--- config.mk ---
export PLATFORM = sky130hd
export DESIGN_NAME = shb_burst
export DESIGN_NICKNAME = d
export VERILOG_FILES = /design/src/design/shb_pkg.sv /design/src/design/shb_burst.sv
export SDC_FILE = /design/constraint.sdc
export NUM_CORES = 1
export LEC_CHECK = 0
export BUFFER_PORTS_ARGS = -buffer_cell sky130_fd_sc_hd__clkbuf_2
export CAP_MARGIN = 20
export CORE_AREA = 5 5 151 261
export CTS_BUF_LIST = sky130_fd_sc_hd__clkbuf_4 sky130_fd_sc_hd__clkbuf_8
export DETAILED_ROUTE_END_ITERATION = 12
export DIE_AREA = 0 0 156 266
export PLACE_DENSITY = 0.45
export SLEW_MARGIN = 20
export SYNTH_ARGS = -nofsm -noshare
export SYNTH_HDL_FRONTEND = slang
export SYNTH_SLANG_ARGS = --single-unit
--- constraint.sdc ---
create_clock -name clk -period 5 [get_ports clk]
set_clock_uncertainty 0.15 [all_clocks]
set_input_delay 1 -clock clk [delete_from_list [all_inputs] [get_ports clk]]
set_output_delay 1 -clock clk [all_outputs]
set_load 0.01 [all_outputs]
--- src/design/shb_pkg.sv ---
// shared types, constants and saturating helpers for the send burst histogram
// no dependencies
package shb_pkg;

  localparam int NUM_BINS_DEF = 64;
  localparam int SIZE_W       = 7;
  localparam int TICK_W       = 64;
  localparam int LEN_W        = 16;
  localparam int CNT16_W      = 16;
  localparam int CNT32_W      = 32;

  // one histogram bin as stored in the bin memory
  typedef struct packed {
    logic [CNT32_W-1:0] count;
    logic [CNT32_W-1:0] rtx;
    logic [CNT32_W-1:0] prb;
  } bin_t;

  // burst that closes on the item being accepted
  typedef struct packed {
    logic               fire;
    logic [CNT16_W-1:0] rtx;
    logic [CNT16_W-1:0] prb;
  } close_t;

  function automatic logic [CNT32_W-1:0] sat_add32(input logic [CNT32_W-1:0] a,
                                                   input logic [CNT32_W-1:0] b);
    logic [CNT32_W:0] s;
    s = {1'b0, a} + {1'b0, b};
    return s[CNT32_W] ? {CNT32_W{1'b1}} : s[CNT32_W-1:0];
  endfunction

  function automatic logic [CNT16_W-1:0] sat_inc16(input logic [CNT16_W-1:0] a);
    return (&a) ? a : a + CNT16_W'(1);
  endfunction

endpackage

--- src/design/shb_burst.sv ---
// open burst accumulator, current tick and peak tracking
// depends on shb_pkg
module shb_burst #(
  parameter int NUM_BINS = shb_pkg::NUM_BINS_DEF,
  parameter int BIN_W    = $clog2(NUM_BINS)
) (
  input  logic                          clk,
  input  logic                          rst,
  input  logic                          accept,
  input  logic                          kind,
  input  logic [shb_pkg::TICK_W-1:0]    loop_time,
  input  logic [shb_pkg::LEN_W-1:0]     packet_length,
  input  logic                          is_retransmission,
  input  logic                          is_probation,
  input  logic                          clear_peaks,
  output shb_pkg::close_t               close,
  output logic [BIN_W-1:0]              close_idx,
  output logic [shb_pkg::CNT16_W-1:0]   peak_packets,
  output logic [shb_pkg::CNT32_W-1:0]   peak_bytes
);
  import shb_pkg::*;

  logic [TICK_W-1:0]  current_tick;
  logic [CNT16_W-1:0] open_packets;
  logic [CNT32_W-1:0] open_bytes;
  logic [CNT16_W-1:0] open_rtx;
  logic [CNT16_W-1:0] open_prb;
  logic               new_tick;
  logic               closing;
  logic [CNT16_W-1:0] base_packets;
  logic [CNT32_W-1:0] base_bytes;
  logic [CNT16_W-1:0] base_rtx;
  logic [CNT16_W-1:0] base_prb;

  assign new_tick = (loop_time != current_tick);
  assign closing  = accept && (kind || new_tick) && (open_packets != '0);

  assign close.fire = closing;
  assign close.rtx  = open_rtx;
  assign close.prb  = open_prb;

  // bursts of NUM_BINS packets or more land in the top bin
  assign close_idx = (open_packets >= CNT16_W'(NUM_BINS)) ? BIN_W'(NUM_BINS - 1)
                                                          : BIN_W'(open_packets - CNT16_W'(1));

  // a new tick starts the burst from empty
  assign base_packets = new_tick ? '0 : open_packets;
  assign base_bytes   = new_tick ? '0 : open_bytes;
  assign base_rtx     = new_tick ? '0 : open_rtx;
  assign base_prb     = new_tick ? '0 : open_prb;

  always_ff @(posedge clk) begin
    if (rst) begin
      current_tick <= '0;
      open_packets <= '0;
      open_bytes   <= '0;
      open_rtx     <= '0;
      open_prb     <= '0;
      peak_packets <= '0;
      peak_bytes   <= '0;
    end else begin
      if (accept && !kind) begin
        current_tick <= loop_time;
        open_packets <= sat_inc16(base_packets);
        open_bytes   <= sat_add32(base_bytes, CNT32_W'(packet_length));
        open_rtx     <= is_retransmission ? sat_inc16(base_rtx) : base_rtx;
        open_prb     <= is_probation ? sat_inc16(base_prb) : base_prb;
      end else if (accept && kind) begin
        open_packets <= '0;
        open_bytes   <= '0;
        open_rtx     <= '0;
        open_prb     <= '0;
      end
      if (clear_peaks) begin
        peak_packets <= '0;
        peak_bytes   <= '0;
      end else if (closing) begin
        if (open_packets > peak_packets) peak_packets <= open_packets;
        if (open_bytes > peak_bytes) peak_bytes <= open_bytes;
      end
    end
  end

endmodule

==> results.cfg <==
[outcome]
status = complete, no violations

[clock_network]
clockBufferDepth = 2
cts_root_buf = clkbuf_8
cts_tree = done
clkTransAtPathRegs_ns = 0.11
postCtsSetupBuffers = 0
cts_resized = 0
ctsHoldBuffers = 0
cts.sinks = 192
cts_made_buffers = 17
insertion_delay_ns = 0.51
cts_max_level = 4

[logic_synthesis]
synth_top_cell_by_area = dfxtp_1
ys.flop_type = dfxtp_1
yosysSeqAreaShare_pct = 35.1
netlist_instances = 1381
ys_types = 69
synth_top_area_share_pct = 35.1
ys_ff_latch = 192
synth_edf_count = 0
ys_warn_count = 0
async_flop_share_pct = 0
synth_area_leaders = dfxtp_1 35%, nand2_1 7.8%, ha_1 7.8%, a21oi_1 6.4%, xor2_1 5.5%
syn_nets = 1537
syn_area_um2 = 11000
syn_area_per_cell_um2 = 7.94

[floorplan]
core_region_area_um2 = 36900
initial_core_util_pct = 29.7
pin_count = 174
rows = 93
fp.dieW_um = 156
die_h_um = 266
die_area_um2 = 41500

[sta]
fmaxAchievable_mhz = 230
maxSlewViolCount = 0
relSlewSlack_pct = 37.1
finalCriticalPeriod_ns = 4.36
worst_slew_pin_slew_ns = 0.939
fin_crit_sh_pct = 87.1
report.final.setup_viol = 0
timing.final.hold_violations = 0
hold_ws_ns = 0.322
rsz0062_at_grt = no
fin_tns_setup_ns = 0

[power_and_ir_drop]
vdd_drop_max_mv = 0.144
powerDensity_nw_per_um2 = 224
power.leakage_nw = 5.48
power_w = 0.00294

[final_layout]
final_cell_mix = 228 x nand2_1, 192 x dfxtp_1, 172 x clkbuf_2
nets = 1736
mostFrequentLayoutCell = nand2_1
area_growth_pct = 19.9
final_layout_size_suffix_gt1_share_pct = 19.1

[worst_setup_path]
end_kind = primary output
worstSetupStartpoint = loop_time[61]
max_stage_delay_ns = 0.42
startpoint_type = primary input
rrSetupSlack_ns = 0.93
path_max_fanout = 15
cp_cell_sequence = clkbuf_2, xor2_1, nor4_1, buf_4, nand4_1, nor4_4, buf_12, buf_4, buf_4, and2_1, nor2_1, clkbuf_2
crit_type = primary input to primary output
crit_arrival_ns = 3.21
worst_r2r_path_depth = 16
slowest_stage = nor4_1
endpoint = close[32]
r2r_start = current_tick[34]$_SDFFE_PP0P_
worstPathRequired_ns = 3.85
reg2reg_to = open_bytes[20]$_SDFFE_PP0P_
crit_path_frequent_cell = buf_4

[drt]
first_pass_iters = 5
drt_wl_total_um = 36400
detail_route.iter0.violations = 307
wl_per_cell_um = 17.6
drc = 0
via_per_inst = 5.03
vias = 10400
ant_nets = 0

[global_routing]
grt_pass1_vias = 10300
antenna_found_initial = 1
grt_max_degree = 66
grtUsageTotal_pct = 17.4
overflow = 0
grt_pass1_wl_um = 57100

[flow_run]
drv_cap = 0

[min_path]
hold_class = flop to flop

[placed_design]
dp_hpwl_um = 27700
io_buffers = 173
gp_congestion = 0.806
## flip-flops by register name, summed over array words and instances (netlist names)
| name | cells |
|---|---|
| current_tick | 64 |
| open_packets | 16 |
| peak_packets | 16 |
| open_prb | 16 |
| open_rtx | 16 |
| peak_bytes | 32 |
| open_bytes | 32 |
## layout make-up
class | instances | area (um^2)
Clock buffer | 19 | 262
Clock inverter | 13 | 115
Multi-Input combinational cell | 1055 | 6580
Timing Repair Buffer | 255 | 1520
Sequential cell | 192 | 3840
Inverter | 59 | 221
Antenna cell | 1 | 2.50
Tap cell | 475 | 594
Fill cell | 3893 | 23700
## routing by layer
layer  wire [um]  up-vias  GRT usage [%]
met1       13500     4887           18.2
met4         757        0           5.47
met3        2030       38           4.63
met2       20100      221           33.4
li1            -     5263              -
met5           0        -              0
## metrics by stage
step           util, %  setup WS [ns]  instance area (um^2)  instances
6_report          35.6          0.644                 13100       2069
2_1_floorplan        -         0.0398                 11000       1381
3_3_place_gp      34.6          0.167                 12700       2036
5_1_grt           35.6          0.403                 13100       2069
4_1_cts           35.6          0.595                 13100       2068
3_5_place_dp      34.6          0.161                 12800       2036
## power breakdown
part | switching (W) | leakage, nW | internal, W
clock network | 0.000646 | 0.190 | 0.000390
logic | 0.000193 | 3.73 | 0.000129
registers | 0.0000249 | 1.56 | 0.00156
total | 0.000864 | 5.48 | 0.00208
## logic make-up (layout without fill, tap and decap cells)
| family | Yosys count | count (layout) | synth area share [%] |
|---|---|---|---|
| buffers and inverters | 134 | 346 | 5.16 |
| muxes | 50 | 50 | 4.58 |
| and+or+nand+nor | 508 | 508 | 22.1 |
| xor gates and xnor gates | 80 | 80 | 6.39 |
| AOI/OAI and AO/OA | 348 | 348 | 18.7 |
| DFF | 192 | 192 | 35.1 |
| other | 0 | 1 | 0 |
| adders and majority gates | 69 | 69 | 7.95 |
## Yosys cell counts (5+ instances only)
master,instances
nand3b_1,5
a31oi_1,15
nand3_1,27
mux2i_1,49
a211oi_1,9
ha_1,68
or3_1,5
o21a_1,6
nand4_1,28
buf_2,8
a211o_1,5
dfxtp_1,192
nor2b_1,7
nand2_1,229
a41oi_1,10
and3_1,19
o211ai_1,5
inv_1,59
xor2_1,69
o31ai_1,14
a21oi_1,140
and2_1,30
nor3_1,14
buf_6,5
o21ai_0,44
clkbuf_1,57
nor4_1,18
xnor2_1,11
o21ai_1,63
nor2_1,92
and4_1,11
## worst min path at each step
stage | slack (ns) | to | depth (start not counted) | from
3_5_place_dp | 0.31 | current_tick[9]$_SDFFE_PP0P_ | 2 | current_tick[9]$_SDFFE_PP0P_
6_report | 0.32 | current_tick[17]$_SDFFE_PP0P_ | 2 | current_tick[17]$_SDFFE_PP0P_
2_1_floorplan | 0.29 | open_bytes[12]$_SDFFE_PP0P_ | 2 | open_bytes[12]$_SDFFE_PP0P_
4_1_cts | 0.33 | current_tick[17]$_SDFFE_PP0P_ | 2 | current_tick[17]$_SDFFE_PP0P_
3_3_place_gp | 0.30 | current_tick[43]$_SDFFE_PP0P_ | 2 | current_tick[43]$_SDFFE_PP0P_
5_1_grt | 0.35 | current_tick[37]$_SDFFE_PP0P_ | 2 | current_tick[37]$_SDFFE_PP0P_
## worst max-delay path, delay by kind of cell
kind / cells / cell delay [ns]
buffers and inverters: 6 / 0.98
and+or+nand+nor: 5 / 1.07
xor gates and xnor gates: 1 / 0.14
No activity file was read; power rests on OpenSTA's default activity.
